$ cat src/hw/rtl/hcc_pkg.sv
// ----------------------------------------------------------------------------
// hcc_pkg
// types, constants and angle tables of the hyperbolic cordic block
// ----------------------------------------------------------------------------
package hcc_pkg;

    localparam int NEG_TABLE_DEPTH_DEF = 11;
    localparam int POS_TABLE_DEPTH_DEF = 60;
    localparam int FRAC_BITS_DEF       = 32;

    localparam int VAL_W   = 64;
    localparam int Z_W     = 34;
    localparam int ANGLE_W = 27;
    localparam int POS_ANGLE_W = 24;
    localparam int SHIFT_W = 6;
    localparam int NEG_W   = 4;
    localparam int POS_W   = 6;

    localparam logic [NEG_W-1:0] NEG_ITER_RST = 4'd2;
    localparam logic [POS_W-1:0] POS_ITER_RST = 6'd32;

    // ordinary steps that run twice
    localparam logic [POS_W-1:0] REP_STEP_A = 6'd4;
    localparam logic [POS_W-1:0] REP_STEP_B = 6'd13;
    localparam logic [POS_W-1:0] REP_STEP_C = 6'd40;

    // register indexes
    localparam logic REG_NEG_ITER = 1'b0;
    localparam logic REG_POS_ITER = 1'b1;

    typedef struct packed {
        logic                load;
        logic                step;
        logic                expand;
        logic [SHIFT_W-1:0]  shift;
        logic [ANGLE_W-1:0]  angle;
    } hcc_step_t;

    // atanh(1 - 2^-(i+2)) in Q.24
    function automatic logic [ANGLE_W-1:0] neg_angle(input logic [NEG_W-1:0] idx);
        logic [ANGLE_W-1:0] a;
        unique case (idx)
            4'd0:    a = 27'd16324231;
            4'd1:    a = 27'd22716350;
            4'd2:    a = 27'd28806480;
            4'd3:    a = 27'd34755681;
            4'd4:    a = 27'd40636095;
            4'd5:    a = 27'd46482955;
            4'd6:    a = 27'd52314715;
            4'd7:    a = 27'd58136409;
            4'd8:    a = 27'd63956425;
            4'd9:    a = 27'd69773086;
            4'd10:   a = 27'd75588069;
            4'd11:   a = 27'd81403052;
            4'd12:   a = 27'd87218035;
            4'd13:   a = 27'd93033018;
            4'd14:   a = 27'd98846324;
            4'd15:   a = 27'd104661307;
            default: a = '0;
        endcase
        return a;
    endfunction

    // atanh(2^-(idx+1)) in Q.24, tiny entries are zero
    function automatic logic [POS_ANGLE_W-1:0] pos_angle(input logic [POS_W-1:0] idx);
        logic [POS_ANGLE_W-1:0] a;
        unique case (idx)
            6'd0:    a = 24'd9215725;
            6'd1:    a = 24'd4284901;
            6'd2:    a = 24'd2108896;
            6'd3:    a = 24'd1050254;
            6'd4:    a = 24'd525127;
            6'd5:    a = 24'd261725;
            6'd6:    a = 24'd130862;
            6'd7:    a = 24'd65431;
            6'd8:    a = 24'd33554;
            6'd9:    a = 24'd16384;
            6'd10:   a = 24'd8192;
            6'd11:   a = 24'd4096;
            6'd12:   a = 24'd2048;
            6'd13:   a = 24'd1024;
            6'd14:   a = 24'd512;
            6'd15:   a = 24'd256;
            6'd16:   a = 24'd128;
            6'd17:   a = 24'd64;
            6'd18:   a = 24'd32;
            6'd19:   a = 24'd16;
            6'd20:   a = 24'd8;
            6'd21:   a = 24'd4;
            6'd22:   a = 24'd2;
            6'd23:   a = 24'd1;
            default: a = '0;
        endcase
        return a;
    endfunction

endpackage

$ cat src/hw/rtl/hcc_rot.sv
// ----------------------------------------------------------------------------
// hcc_rot
// shared rotation unit: holds c, s and residual angle, one step per cycle
// ----------------------------------------------------------------------------
module hcc_rot #(
    parameter int FRAC_BITS = hcc_pkg::FRAC_BITS_DEF
) (
    input  logic                                aclk,
    input  logic                                aresetn,
    input  hcc_pkg::hcc_step_t                  step_ctl,
    input  logic signed [31:0]                  beta,
    output logic signed [hcc_pkg::VAL_W-1:0]    cosh_value,
    output logic signed [hcc_pkg::VAL_W-1:0]    sinh_value,
    output logic                                saturated
);

    localparam int VW = hcc_pkg::VAL_W;
    localparam int ZW = hcc_pkg::Z_W;
    localparam logic signed [VW-1:0] ONE = 64'sd1 <<< FRAC_BITS;
    localparam logic signed [VW+1:0] MAX_WIDE = 66'sh0_7FFF_FFFF_FFFF_FFFF;
    localparam logic signed [VW+1:0] MIN_WIDE = -66'sh0_8000_0000_0000_0000;

    logic signed [VW-1:0] c_reg, c_next;
    logic signed [VW-1:0] s_reg, s_next;
    logic signed [ZW-1:0] z_reg, z_next;
    logic                 sat_reg, sat_next;

    logic signed [VW-1:0] c_shr, s_shr;
    logic signed [VW:0]   tc, ts;
    logic signed [VW+1:0] c_sum, s_sum;
    logic signed [ZW-1:0] angle_ext;
    logic                 z_neg;
    logic                 c_clip, s_clip;

    function automatic logic [VW:0] clip(input logic signed [VW+1:0] v);
        logic [VW:0] r;
        if (v > MAX_WIDE) begin
            r = {1'b1, MAX_WIDE[VW-1:0]};
        end else if (v < MIN_WIDE) begin
            r = {1'b1, MIN_WIDE[VW-1:0]};
        end else begin
            r = {1'b0, v[VW-1:0]};
        end
        return r;
    endfunction

    always_comb begin
        z_neg     = z_reg[ZW-1];
        angle_ext = ZW'(step_ctl.angle);
        c_shr     = c_reg >>> step_ctl.shift;
        s_shr     = s_reg >>> step_ctl.shift;
        // expansion steps use the factor 1 - 2^-k
        if (step_ctl.expand) begin
            tc = {s_reg[VW-1], s_reg} - {s_shr[VW-1], s_shr};
            ts = {c_reg[VW-1], c_reg} - {c_shr[VW-1], c_shr};
        end else begin
            tc = {s_shr[VW-1], s_shr};
            ts = {c_shr[VW-1], c_shr};
        end
        if (z_neg) begin
            c_sum = {{2{c_reg[VW-1]}}, c_reg} - {tc[VW], tc};
            s_sum = {{2{s_reg[VW-1]}}, s_reg} - {ts[VW], ts};
        end else begin
            c_sum = {{2{c_reg[VW-1]}}, c_reg} + {tc[VW], tc};
            s_sum = {{2{s_reg[VW-1]}}, s_reg} + {ts[VW], ts};
        end
        {c_clip, c_next} = clip(c_sum);
        {s_clip, s_next} = clip(s_sum);
        z_next   = z_neg ? (z_reg + angle_ext) : (z_reg - angle_ext);
        sat_next = sat_reg | c_clip | s_clip;
    end

    always_ff @(posedge aclk) begin
        if (!aresetn) begin
            sat_reg <= 1'b0;
        end else if (step_ctl.load) begin
            sat_reg <= 1'b0;
        end else if (step_ctl.step) begin
            sat_reg <= sat_next;
        end
    end

    always_ff @(posedge aclk) begin
        if (step_ctl.load) begin
            c_reg <= ONE;
            s_reg <= '0;
            z_reg <= ZW'(beta);
        end else if (step_ctl.step) begin
            c_reg <= c_next;
            s_reg <= s_next;
            z_reg <= z_next;
        end
    end

    assign cosh_value = c_reg;
    assign sinh_value = s_reg;
    assign saturated  = sat_reg;

endmodule

$ cat src/hw/rtl/hcc_ctrl.sv
// ----------------------------------------------------------------------------
// hcc_ctrl
// step sequencer: expansion steps, ordinary steps with repeats, handoff
// ----------------------------------------------------------------------------
module hcc_ctrl #(
    parameter int NEG_TABLE_DEPTH = hcc_pkg::NEG_TABLE_DEPTH_DEF,
    parameter int POS_TABLE_DEPTH = hcc_pkg::POS_TABLE_DEPTH_DEF
) (
    input  logic                          aclk,
    input  logic                          aresetn,
    input  logic                          in_fire,
    input  logic [hcc_pkg::NEG_W-1:0]     neg_iterations,
    input  logic [hcc_pkg::POS_W-1:0]     pos_iterations,
    input  logic                          out_free,
    output logic                          in_ready,
    output logic                          done,
    output hcc_pkg::hcc_step_t            step_ctl
);

    localparam logic [1:0] ST_IDLE = 2'd0;
    localparam logic [1:0] ST_NEG  = 2'd1;
    localparam logic [1:0] ST_POS  = 2'd2;
    localparam logic [1:0] ST_DONE = 2'd3;

    localparam logic [hcc_pkg::NEG_W-1:0] NEG_LAST  = hcc_pkg::NEG_W'(NEG_TABLE_DEPTH - 1);
    localparam logic [hcc_pkg::POS_W:0]   POS_DEPTH = (hcc_pkg::POS_W + 1)'(POS_TABLE_DEPTH);

    logic [1:0]                        state_reg, state_next;
    logic [hcc_pkg::NEG_W-1:0]         idx_reg, idx_next;
    logic [hcc_pkg::POS_W-1:0]         j_reg, j_next;
    logic                              rep_reg, rep_next;
    logic [hcc_pkg::POS_ANGLE_W-1:0]   angle_reg, angle_next;
    logic                              is_rep;

    assign is_rep = (j_reg == hcc_pkg::REP_STEP_A) || (j_reg == hcc_pkg::REP_STEP_B) ||
                    (j_reg == hcc_pkg::REP_STEP_C);

    always_comb begin
        state_next = state_reg;
        idx_next   = idx_reg;
        j_next     = j_reg;
        rep_next   = rep_reg;
        angle_next = angle_reg;

        in_ready        = (state_reg == ST_IDLE);
        done            = (state_reg == ST_DONE) && out_free;
        step_ctl.load   = in_fire;
        step_ctl.step   = (state_reg == ST_NEG) || (state_reg == ST_POS);
        step_ctl.expand = (state_reg == ST_NEG);
        step_ctl.shift  = (state_reg == ST_NEG) ?
                          (hcc_pkg::SHIFT_W'(idx_reg) + hcc_pkg::SHIFT_W'(2)) : j_reg;
        step_ctl.angle  = (state_reg == ST_NEG) ? hcc_pkg::neg_angle(idx_reg) :
                          hcc_pkg::ANGLE_W'(angle_reg);

        unique case (state_reg)
            ST_IDLE: begin
                if (in_fire) begin
                    state_next = ST_NEG;
                    idx_next   = (neg_iterations > NEG_LAST) ? NEG_LAST : neg_iterations;
                end
            end
            ST_NEG: begin
                if (idx_reg == '0) begin
                    j_next     = hcc_pkg::POS_W'(1);
                    rep_next   = 1'b0;
                    angle_next = hcc_pkg::pos_angle('0);
                    state_next = (pos_iterations == '0) ? ST_DONE : ST_POS;
                end else begin
                    idx_next = idx_reg - 1'b1;
                end
            end
            ST_POS: begin
                if (is_rep && !rep_reg) begin
                    rep_next = 1'b1;
                end else begin
                    rep_next = 1'b0;
                    // past the table each angle is the previous one halved
                    angle_next = ({1'b0, j_reg} < POS_DEPTH) ? hcc_pkg::pos_angle(j_reg) :
                                 (angle_reg >> 1);
                    if (j_reg == pos_iterations) begin
                        state_next = ST_DONE;
                    end else begin
                        j_next = j_reg + 1'b1;
                    end
                end
            end
            ST_DONE: begin
                if (out_free) begin
                    state_next = ST_IDLE;
                end
            end
            default: begin
                state_next = ST_IDLE;
            end
        endcase
    end

    always_ff @(posedge aclk) begin
        if (!aresetn) begin
            state_reg <= ST_IDLE;
        end else begin
            state_reg <= state_next;
        end
    end

    always_ff @(posedge aclk) begin
        idx_reg   <= idx_next;
        j_reg     <= j_next;
        rep_reg   <= rep_next;
        angle_reg <= angle_next;
    end

endmodule

$ cat src/hw/rtl/hyperbolic_cordic_cosh_sinh.sv
// ----------------------------------------------------------------------------
// hyperbolic_cordic_cosh_sinh
// gain-scaled cosh and sinh of a Q8.24 argument by expanded-range cordic
// ----------------------------------------------------------------------------
// One rotation unit does one shift-add step per cycle; an argument takes
// min(neg_iterations, NEG_TABLE_DEPTH-1) + 1 expansion steps, then
// pos_iterations ordinary steps and r repeats, where r is the number of steps
// 4, 13 and 40 that lie within pos_iterations. A new argument is taken only
// after the load, the steps and the handoff to the output register. The
// result moves there once the output register is free and waits in it
// while the next argument is taken. Outputs are Q32.32 (FRAC_BITS fraction
// bits), carry the uncompensated cordic gain and clamp to the 64-bit range;
// the saturated flag reports any clamp during the item.
module hyperbolic_cordic_cosh_sinh #(
    parameter int NEG_TABLE_DEPTH = hcc_pkg::NEG_TABLE_DEPTH_DEF,
    parameter int POS_TABLE_DEPTH = hcc_pkg::POS_TABLE_DEPTH_DEF,
    parameter int FRAC_BITS       = hcc_pkg::FRAC_BITS_DEF
) (
    input  logic         aclk,
    input  logic         aresetn,
    // input stream
    input  logic         s_tvalid,
    output logic         s_tready,
    input  logic [31:0]  s_tdata,    // [31:0] beta
    // result stream
    output logic         m_tvalid,
    input  logic         m_tready,
    output logic [127:0] m_tdata,    // [63:0] cosh_value, [127:64] sinh_value
    output logic         m_tuser,    // [0] saturated
    // configuration
    input  logic         psel,
    input  logic         penable,
    input  logic         pwrite,
    input  logic [2:0]   paddr,
    input  logic [31:0]  pwdata,
    output logic [31:0]  prdata,
    output logic         pready
);

    logic [hcc_pkg::NEG_W-1:0] neg_iter_reg;
    logic [hcc_pkg::POS_W-1:0] pos_iter_reg;
    logic                      cfg_wr;

    logic                      in_fire;
    logic                      in_ready;
    logic                      done;
    logic                      out_free;
    hcc_pkg::hcc_step_t        step_ctl;

    logic signed [hcc_pkg::VAL_W-1:0] cosh_w, sinh_w;
    logic                             sat_w;

    logic         m_valid_reg;
    logic [127:0] m_data_reg;
    logic         m_user_reg;

    assign pready = 1'b1;
    assign cfg_wr = psel && penable && pwrite && pready;

    always_ff @(posedge aclk) begin
        if (!aresetn) begin
            neg_iter_reg <= hcc_pkg::NEG_ITER_RST;
            pos_iter_reg <= hcc_pkg::POS_ITER_RST;
        end else if (cfg_wr) begin
            unique case (paddr[2])
                hcc_pkg::REG_NEG_ITER: neg_iter_reg <= pwdata[hcc_pkg::NEG_W-1:0];
                hcc_pkg::REG_POS_ITER: pos_iter_reg <= pwdata[hcc_pkg::POS_W-1:0];
                default: ;
            endcase
        end
    end

    always_comb begin
        unique case (paddr[2])
            hcc_pkg::REG_NEG_ITER: prdata = 32'(neg_iter_reg);
            hcc_pkg::REG_POS_ITER: prdata = 32'(pos_iter_reg);
            default:               prdata = '0;
        endcase
    end

    assign s_tready = in_ready;
    assign in_fire  = s_tvalid && in_ready;
    assign out_free = !m_valid_reg || m_tready;

    hcc_ctrl #(
        .NEG_TABLE_DEPTH (NEG_TABLE_DEPTH),
        .POS_TABLE_DEPTH (POS_TABLE_DEPTH)
    ) u_ctrl (
        .aclk           (aclk),
        .aresetn        (aresetn),
        .in_fire        (in_fire),
        .neg_iterations (neg_iter_reg),
        .pos_iterations (pos_iter_reg),
        .out_free       (out_free),
        .in_ready       (in_ready),
        .done           (done),
        .step_ctl       (step_ctl)
    );

    hcc_rot #(
        .FRAC_BITS (FRAC_BITS)
    ) u_rot (
        .aclk       (aclk),
        .aresetn    (aresetn),
        .step_ctl   (step_ctl),
        .beta       (s_tdata),
        .cosh_value (cosh_w),
        .sinh_value (sinh_w),
        .saturated  (sat_w)
    );

    // output register decouples the result beat from the next item
    always_ff @(posedge aclk) begin
        if (!aresetn) begin
            m_valid_reg <= 1'b0;
        end else if (done) begin
            m_valid_reg <= 1'b1;
        end else if (m_tready) begin
            m_valid_reg <= 1'b0;
        end
    end

    always_ff @(posedge aclk) begin
        if (done) begin
            m_data_reg <= {sinh_w, cosh_w};
            m_user_reg <= sat_w;
        end
    end

    assign m_tvalid = m_valid_reg;
    assign m_tdata  = m_data_reg;
    assign m_tuser  = m_user_reg;

endmodule

$ cat config.mk
export PLATFORM = sky130hd
export DESIGN_NAME = hyperbolic_cordic_cosh_sinh
export DESIGN_NICKNAME = d
export VERILOG_FILES = /design/src/hw/rtl/hcc_pkg.sv /design/src/hw/rtl/hcc_rot.sv /design/src/hw/rtl/hcc_ctrl.sv /design/src/hw/rtl/hyperbolic_cordic_cosh_sinh.sv
export SDC_FILE = /design/constraint.sdc
export NUM_CORES = 2
export LEC_CHECK = 0
export BUFFER_PORTS_ARGS = -buffer_cell sky130_fd_sc_hd__buf_4
export CAP_MARGIN = 20
export CORE_MARGIN = 2
export CORE_UTILIZATION = 40
export CTS_CLUSTER_DIAMETER = 50
export DETAILED_ROUTE_END_ITERATION = 12
export SLEW_MARGIN = 20
export SYNTH_ARGS = -nofsm -noshare
export SYNTH_HDL_FRONTEND = slang
export SYNTH_HIERARCHICAL = 1
export SYNTH_SLANG_ARGS = --single-unit
$ cat constraint.sdc
create_clock -name aclk -period 11.1 [get_ports aclk]
set_input_delay 1.11 -clock aclk [delete_from_list [all_inputs] [get_ports aclk]]
set_output_delay 1.11 -clock aclk [all_outputs]
set_load 0.05 [all_outputs]
## Yosys cells after proc, flatten, opt, wreduce, memory -nomap -nowiden

Memories as Yosys holds them, arrays and structs flattened. A register that Yosys moved wholly into a read port is not among the register bits.
Index checks and enable logic that the tools add are counted.

- Word-level logic and storage cells: 120
- Output and inout port bits: 164
- Memories: 2
- Flip-flop bits (word level): 340
- Input port bits: 74
- Memory bits (read-only): 1,200

- Bitwise logic cells: 4
- Reductions and logical operators: 26
- Equality and inequality tests: 14
- Multiplexer cells: 41
- Order comparisons: 6
- Shift operators: 2
- Add/subtract/negate cells: 11

Memories:

| memory | depth | bits a word | read ports | clocked after Yosys merged registers in | wr ports | line | RTL |
|---|---|---|---|---|---|---|---|
| (name not given) | 32 | 24 | 1 | 1 | 0 | hcc_pkg.sv:67 | `unique case (idx)` |
| (name not given) | 16 | 27 | 1 | 1 | 0 | hcc_pkg.sv:42 | `unique case (idx)` |

Operator list:

| operator | count |
|---|---|
| 65-bit 2-to-1 mux | 6 |
| 64-bit by 65-bit adder with 66-bit output | 2 |
| 66-bit by 64-bit greater-than comparator with 1-bit output (second input constant) | 2 |
| 66-bit by 64-bit less-than comparator with 1-bit output (second input constant) | 2 |
| 66-bit 2-to-1 mux | 2 |
| 64-bit by 65-bit subtractor with 66-bit output | 2 |
| 64-bit by 64-bit subtractor with 65-bit output | 2 |
| 64-bit by 6-bit >>> shifter with 64-bit output | 2 |
| 34-bit 2-to-1 mux | 3 |
| 24-bit 2-to-1 mux | 4 |
| 32-bit case mux with 2 select lines | 1 |
| 24-bit case mux with 2 select lines | 1 |
| 34-bit by 28-bit adder with 34-bit output | 1 |
| 34-bit by 28-bit subtractor with 34-bit output | 1 |
| 27-bit 2-to-1 mux | 1 |
| 6-bit 2-to-1 mux | 4 |
| 4-bit 2-to-1 mux | 4 |
| 6-bit case mux with 2 select lines | 1 |
| 2-bit 2-to-1 mux | 5 |
| 2-bit inequality test (second input constant) | 5 |
| 2-bit case mux with 4 select lines | 1 |
| 4-bit case mux with 2 select lines | 1 |
| 2-bit nonzero test | 4 |
| 6-bit by 1-bit adder with 6-bit output (second input constant) | 1 |
| 27 further kinds | 46 |

## Longest topological paths before layout

- Depth in word-level cells: 12
- Depth in mapped cells: 57
- Depth with buffers taken out: 45

## By module

The synthesis kept the hierarchy.

Modules (own cells, without submodules):

| module | cells an instance | times used | sequential area each (sq um) | area each (sq um) |
|---|---|---|---|---|
| hcc_rot | 5,341 | 1 | 3,603.5 | 40,440.0 |
| hcc_ctrl | 532 | 1 | 2,092.0 | 4,978.5 |
| hyperbolic_cordic_cosh_sinh | 214 | 1 | 4,093.9 | 4,624.4 |

## Worst setup path before layout

OpenSTA, ideal clock, no wires.

- Kind: register to register
- From: register u_ctrl.state_reg[1]
- To: register u_rot.s_reg[10] (netlist: u_rot/sinh_value[10])
- Buffers on the path: 16
- Setup slack: -926 ps
- Period minus slack after synthesis: 12,026 ps
- Arrival: 11,880 ps
- Data required time: 10,954 ps
- Cell stages (with the launch flop): 54
- Setup time: 146 ps
- Path through: dfxtp_1 -> inv_1 -> ha_1 -> buf_2 -> buf_1 -> clkbuf_1 -> nand4_1 -> o21ai_0 -> clkbuf_1 -> clkbuf_1 -> clkbuf_1 -> buf_2 -> buf_2 -> buf_1 -> clkbuf_1 -> clkbuf_1 -> buf_1 -> buf_1 -> (+18 left out) -> xor2_1 -> ha_1 -> a2111oi_0 -> a21oi_1 -> a311o_1 -> a2111oi_0 -> a21boi_0 -> o21ba_2 -> o21a_1 -> nor2_1 -> o31a_1 -> a31oi_1 -> xnor2_1 -> xnor2_2 -> buf_6 -> a21boi_4 -> buf_6 -> a211oi_2

RTL lines:

| element | line | RTL |
|---|---|---|
| start: declaration | hcc_ctrl.sv:28 | `logic [1:0] state_reg, state_next;` |
| start signal: assignment | hcc_ctrl.sv:102 | `state_reg <= state_next;` |
| end signal: assignment | hcc_rot.sv:90 | `s_reg <= s_next;` |
| end: declaration | hcc_rot.sv:24 | `logic signed [VW-1:0] s_reg, s_next;` |

==> results.md <==
- Worst Path Arrival: 11690 ps
- Vias in the first global route: 55.97k
- Die height: 357.7 µm
- Ports: 238
- Crit-path max FO: 8
- CTS Sinks: 390
- Max Cap Viol: 0
- Nets: about 8k
- Drt total wl: 279100 µm
- Core Rows: 129
- Hold Fails Final Rpt: 0
- Post-DP HPWL: 220700 µm
- Post-synth ARST share: 0%
- Mapped Avg Cell Area: 8.221 µm²
- Post-synthesis compound-gate area fraction: 27.89%
- Hold path endpoint: neg_iter_reg[0]
- Worst relative slew slack: 29.79%
- Reg2Reg Depth: 55
- Die area: roughly 130000 µm²
- 1st-pass router iterations: 8
- Critical path's largest stage delay: roughly 510 ps
- Hold_sp: neg_iter_reg[0]
- Reg2reg start: u_ctrl/state_reg[1]
- GPL Wtd Cong: between 1 and 1.5
- Layout Skew: 37.92 ps
- Commonest non-fill, non-tap cell in the layout: buf_4
- Core Util, Final: a little under three fifths
- Crit-path most repeated cell: buf_6
- Hold Path Class: reg -> reg
- Cells on Worst Hold Path: 2
- Post-synthesis cell area: 50040 µm²
- Wire per inst: 29.39 µm
- First-pass GRT wire length: 388500 µm
- Vias: 59.50k
- Mux share of post-synthesis cell area: 14.48%
- Post-Synth XOR/XNOR Area: 6.613%
- 1st-iter DRT viols: 7029
- Die Width: 357.7 µm
- Status: completed
- Initial core utilization: 40.37%
- Total CTS buffers: 59
- CP endpoint kind: flop
- Gr usage total: 41.57%
- Sequential share of the synthesized area: 19.56%
- Port bufs: 182
- Startpoint Class: flop
- Synth cell types: 122
- CTS root buf: clkbuf_16
- Largest net degree at the start of global routing: 153
- DR vias/cell: 6.265
- Synth-to-layout area growth: 41.00%
- Worst path slowest cell: mux4_2
- Placed cell count: 9292
- RR Endpoint: u_rot/sinh_value[45]
- Post-synth EDFFs: 198
- Max H-tree Level: 2
- RSZ-0062 raised after global routing: yes
- Clk Latency, worst-skew pair: 720 ps
- Most frequent cells in the layout: 1944 x buf_4, 543 x nor2_1, 540 x nand2_1
- Finished Layout Cells: 9497
- Synth warn: 6
- R2R Setup Slk: 2 ps
- Clk pin slew, worst setup/hold paths: 60 ps
- WP data required: 11700 ps
- Layout cells sized above 1: 37.18%
- Synth Area in Simple Gates: between 15 and 20%
- FF+latch count, synth: 390
- Largest family of logic cells by synthesized area: compound AO/OA/AOI/OAI gates
- Filler cell count: 11.59k
- Core box area: 124000 µm²
- Final setup violation count: 0
- DRC: 0
- Top_reg_cell synth: edfxtp_1
- Max Buffers Root-to-Sink: 3
- Grt ovf: 0
- Initial antenna violation count: 10
- Mapped Cells: 6087
- CTS tree: yes
- Fmax: ~90 MHz
- Detail Route Antenna Nets: 0
- Final Slew Violations: 0
- Post-synthesis adder-cell area fraction: 8.176%
- Kind of critical path: reg -> reg
- Slew @ Worst Pin: around 1000 ps
- Final worst-path cycle share: between 90 and 100%
- Crit path time final: ~11000 ps
==> stage by stage <==
stage	setup slack (ps)	setup TNS (ps)	cell area, µm²	hold WS [ps]
2_1_floorplan	28.77	0	50170	425.5
3_3_place_gp	-1092	-128750	65520	478.2
3_5_place_dp	-1272	-141650	65520	478.3
4_1_cts	1.161	0	68560	487.0
5_1_grt	-278.5	-11820	70560	512.7
6_report	2.038	0	70560	483.2
==> cell usage after synthesis (49+ instances only) <==
cell type | instances | share of area (%)
nor2_1 | 552 | 4.1
a21oi_1 | 543 | 5.4
nand2_1 | 543 | 4.1
o21ai_0 | 383 | 3.8
ha_1 | 319 | 8.0
clkbuf_1 | 240 | 1.8
xnor2_1 | 201 | 3.5
edfxtp_1 | 198 | 12
dfxtp_1 | 192 | 7.7
mux2i_1 | 192 | 3.8
xor2_1 | 175 | 3.1
nand3_1 | 166 | 1.7
mux4_2 | 161 | 7.2
a21o_1 | 155 | 2.3
inv_1 | 152 | 1.1
mux2_2 | 123 | 2.8
a211oi_2 | 122 | 3.1
nand2b_1 | 97 | 1.2
a31oi_1 | 91 | 1.1
nor3_1 | 86 | 0.86
nand4_1 | 79 | 0.99
nor2b_1 | 64 | 0.80
o21a_1 | 64 | 0.96
and3_1 | 63 | 0.79
buf_2 | 62 | 0.62
o211ai_1 | 61 | 0.92
a211oi_1 | 56 | 0.84
o21bai_1 | 55 | 0.83
and2_1 | 52 | 0.65
buf_1 | 49 | 0.37
==> cells by family after synthesis <==
| family | count (synthesis) |
|---|---|
| AO/OA/AOI/OAI | 2026 |
| AND/OR/NAND/NOR | 1880 |
| buffers and inverters | 586 |
| multiplexers | 502 |
| flip-flops | 390 |
| XOR/XNOR | 377 |
| adder cells (fa/ha/maj) | 324 |
| other | 2 |
==> worst max-delay path by stage <==
stage                        start              endpoint  cells after the start
5_1_grt        u_ctrl/state_reg[1]  u_rot/sinh_value[45]                     57
4_1_cts        u_ctrl/state_reg[1]  u_rot/cosh_value[32]                     53
3_3_place_gp   u_ctrl/state_reg[1]  u_rot/sinh_value[62]                     50
3_5_place_dp   u_ctrl/state_reg[1]  u_rot/sinh_value[62]                     50
6_report       u_ctrl/state_reg[1]  u_rot/sinh_value[45]                     55
2_1_floorplan  u_ctrl/state_reg[1]  u_rot/cosh_value[29]                     52
==> per-layer routing <==
layer	track usage [%]	vias to the layer above	wire (µm)
met5	0	-	47
met4	24.33	6	20430
met1	54.46	29070	112000
met2	64.00	3216	120100
met3	7.567	741	26520
li1	-	26470	-
==> final cells by class <==
cell class	count	area (µm²)	area share, %
multi-input combinational	5136	39330	55.73
timing repair buffer	2062	16690	23.66
sequential	390	9792	13.88
tap	1637	2048	2.903
clock buffer	65	1519	2.153
inverter	159	599.3	0.8494
clock inverter	47	583.1	0.8263
antenna	1	2.502	0.003546
==> worst max-delay path, delay by kind of cell (launching register included) <==
| kind | cells | cell delay (ps) |
|---|---|---|
| buf+inv | 17 | 2410 |
| simple gates | 8 | 1160 |
| compound gates | 21 | 4580 |
| fa+ha+maj | 3 | 680 |
| mux | 2 | 1010 |
| flops | 1 | 320 |
| xor+xnor | 4 | 700 |
==> what timing repair did <==
| item | CTS | global route |
|---|---|---|
| gates cloned | 8 | 9 |
| pin swaps | 28 | 105 |
| endpoints found under the setup margin | 129 | 129 |
| hold buffers | 0 | 0 |
| gates resized for setup | 127 | 297 |
| buffers inserted | 20 | 58 |
Power is left out: the tool's default activity adds up to more than one toggle a clock period on the data nets, which glitch-free logic cannot reach.
